File: src/rtl/chp_ram.sv
module chp_ram #(
  parameter int WIDTH = 8,
  parameter int DEPTH = 256,
  parameter int AW    = $clog2(DEPTH)
) (
  input  logic             clk,
  input  logic [AW-1:0]    addr,
  input  logic             we,
  input  logic [WIDTH-1:0] wdata,
  output logic [WIDTH-1:0] rdata
);

  logic [WIDTH-1:0] mem [DEPTH];

  // single port, registered read
  always_ff @(posedge clk) begin
    if (we) begin
      mem[addr] <= wdata;
    end
    rdata <= mem[addr];
  end

endmodule

File: config.mk
export PLATFORM = sky130hd
export DESIGN_NAME = chp_ram
export DESIGN_NICKNAME = d
export VERILOG_FILES = /design/src/rtl/chp_ram.sv
export SDC_FILE = /design/constraint.sdc
export NUM_CORES = 2
export LEC_CHECK = 0
export BUFFER_PORTS_ARGS = -buffer_cell sky130_fd_sc_hd__buf_2
export CORE_ASPECT_RATIO = 1.25
export CORE_MARGIN = 10
export CORE_UTILIZATION = 60
export CTS_CLUSTER_SIZE = 28
export DETAILED_ROUTE_END_ITERATION = 10
export PLACE_DENSITY = 0.74
export SYNTH_ARGS = -nofsm -noshare
export SYNTH_HDL_FRONTEND = slang
export SYNTH_SLANG_ARGS = --single-unit
File: constraint.sdc
create_clock -name clk -period 3 [get_ports clk]
set_input_delay 0.15 -clock clk [delete_from_list [all_inputs] [get_ports clk]]
set_output_delay 0.15 -clock clk [all_outputs]
set_load 0.03 [all_outputs]
==> results by group <==
Clock network
  – TritonCTS clock tree: built
  – Clock transition at path regs: 0.06 ns
  – H-tree lvl count: 4
  – Post-CTS Setup Inserts: 0
  – Clk buf depth: 3
  – CTS Root Cell: clkbuf_16
  – Total CTS buffers: 183
  – Hold_buf cts: 5
  – Cts repair resizes: 0
  – Clk_lat worst skew: 0.81 ns
  – CTS sink cnt: 2056

Worst setup path
  – Worst endpoint required time: 3.65 ns
  – CP most frequent cell: buf_4
  – Reg2Reg Depth: 7
  – RR Endpoint: rdata[0]
  – RR Startpoint: mem[94][0]
  – Crit path kind: flip-flop to flip-flop
  – Crit start category: flip-flop
  – Reg2reg setup slack: 0.13 ns
  – Critical Path Sink Type: flip-flop
  – Slowest stage delay, CP: 0.75 ns
  – Crit path depth: 7
  – CP max stage cell: o41ai_1
  – Crit path max fanout: 1
  – Worst path bufs/invs: 2
  – CP Data Arrival Time: 3.52 ns
  – CP delay by family, top: compound AO/OA/AOI/OAI gates
  – Worst path cell trace: mux4_2 > a22oi_1 > a21oi_1 > buf_4 > o41ai_1 > buf_4 > nand4_1

Run status
  – Failing checks: hold timing
  – Outcome: complete, but fails checks

Synthesis
  – Sequential share of the synthesized area: 78.6%
  – Number of synthesis warnings: 0
  – Mapped Cells: 3547
  – #FFs+latches synth: 2056
  – Syn Area/Cell: 22.1 µm²
  – Synth Net Count: 3565
  – Yosys cell types: 22
  – Post-Syn Area: 78500 µm²

Placement
  – Pre-CTS setup slack: -0.429 ns
  – Post-Place Cells: 5552
  – GPL Wtd Cong: 0.854
  – Port bufs: 25
  – Detailed Place HPWL: 115 mm

STA
  – Fin Hold WS: -0.0155 ns
  – TNS Setup: 0 ns
  – Fin crit share: 95.7%
  – F_max: 0.348 GHz
  – RSZ-0062 raised after global routing: no
  – Hold Violations, Final: 8
  – Fin crit period: 2.87 ns
  – Worst Skew: 0.0264 ns
  – Setup violations, final: 0
  – Worst-margin pin slew: 0.990 ns
  – Final worst slack: 0.130 ns
  – Max-slew violation count: 0
  – Max-slew headroom: 33.1%

Power
  – Seq pwr share: 55.5%
  – VDD IR max: 0.000535 V
  – P_int: 45.4 mW
  – Final Power: 57.2 mW
  – Clock power frac: 39.6%
  – P_leak: 28.3 nW
  – Switching Fraction: 20.6%
  – Logic pwr share: 4.9%
  – P_sw: 11.8 mW
  – Power Density: 636 nW/µm²

Global routing
  – Largest net degree at the start of global routing: 127
  – Antenna violations before repair: 6
  – Total Routing Usage GR: 26.1%
  – Final global-route overflow total: 0
  – First-pass GRT wire length: 276 mm
  – Vias in the first global route: 40100

Floorplan
  – I/O pin count: 26
  – Number of cell rows: 148
  – Die height: 424 µm
  – Die Span X: 344 µm
  – Core area: 130000 µm²
  – Die Area: 146000 µm²
  – Initial Util: 60.3%

Drt
  – Vias per cell: 6.67
  – DRT Pass-1 Iters: 6
  – Drt wl/cell: 32.0 µm
  – DR vias: 39300
  – Total routed wirelength: 188 mm
  – 1st-iter DRT viols: 5409
  – Final ANT Viol Nets: 0
  – Post-route DRC violation count: 0

Finish
  – Most frequent cells in the layout: edfxtp_1 (2048), mux4_2 (512), buf_4 (438)
  – Finished Layout Cells: 5888
  – Area delta synth->final: 14.5%
  – Layout cells sized above 1: 30.6%
  – Most common cell after layout, fill and taps aside: edfxtp_1
  – Fin nets: 4035

Worst hold path
  – WHS Endpoint: mem[195][6]
  – Hold depth: 1
  – Hold wc startpoint: wdata[6]
  – Hold Path Class: primary input to flip-flop

Job
  – MaxCap Viol Count: 0
power by group through the flow:
stage / logic [mW] / clock network, mW / registers, mW
floorplan: 1.41 / 0 / 32.3
global placement: 2.73 / 0 / 32.3
detailed placement: 2.78 / 0 / 32.3
CTS: 2.81 / 22.9 / 31.7
global route: 2.94 / 23.9 / 31.7
finish: 2.80 / 22.7 / 31.7
how the worst max path moves through the flow:
stage	endpoint	slack (ns)	startpoint
global placement	rdata[6]	-0.35	addr[0]
finish	rdata[0]	0.13	mem[94][0]
floorplan	mem[111][0]	0.63	addr[1]
global route	rdata[0]	0.09	mem[94][0]
CTS	rdata[0]	0.19	mem[94][0]
detailed placement	rdata[0]	-0.43	addr[0]
state kept, by name, summed over array words and instances, names as in the netlist:
name	count
mem	2048
rdata	8
cell usage after synthesis:
cell      instances  area [µm²]
nand4_1           8        50.1
buf_2            36         180
inv_1             1        3.75
nor3_1           30         150
edfxtp_1       2048       61500
a21oi_1         128         641
or2_2             2        12.5
nor2_1          232         871
a22oi_1         256        1920
nand3_1          13        65.1
nor2b_1           7        43.8
nand2b_1          6        37.5
or3_1             1        6.26
buf_6            16         180
buf_1            19        71.3
dfxtp_1           8         160
mux4_2          512       11500
nand2_1          28         105
o41ai_1          32         280
clkbuf_1        145         544
and2_1            3        18.8
buf_4            16         120
logic make-up (layout without fill, tap and decap cells):
| group | Yosys count | after routing | share of synthesized area [%] |
|---|---|---|---|
| simple gates | 330 | 330 | 1.73 |
| buf+inv | 233 | 846 | 1.40 |
| mux | 512 | 512 | 14.7 |
| other cells | 0 | 3 | 0 |
| compound gates | 416 | 416 | 3.62 |
| flops | 2056 | 2056 | 78.6 |
layout make-up:
type                            instances  area (µm²)
Timing Repair Buffer                  517        4530
Multi-Input combinational cell       1258       15800
Tap cell                             1725        2160
Inverter                                1        3.75
Clock buffer                          243        4880
Antenna cell                            3        7.51
Fill cell                            7544       40300
Sequential cell                      2056       61700
Clock inverter                         85         841
layer usage:
layer	share of wire (%)	GRT usage [%]
met1	35	34.3
met3	9.4	4.66
met4	5.0	12.0
met5	0.015	0
met2	50	42.7
worst register-to-register path: stages, from the launching register on:
cell	delay [ns]
edfxtp_1	0.39
mux4_2	0.48
a22oi_1	0.36
a21oi_1	0.16
buf_4	0.21
o41ai_1	0.76
buf_4	0.25
nand4_1	0.12
stage by stage:
step | cell area (µm²) | util [%]
after floorplan | 78500 | -
after global placement | 84100 | 64.6
after detailed placement | 84100 | 64.6
after CTS | 89800 | 69.0
after global routing | 89800 | 69.0
final | 89800 | 69.0
(Power assumes the default switching activity.)
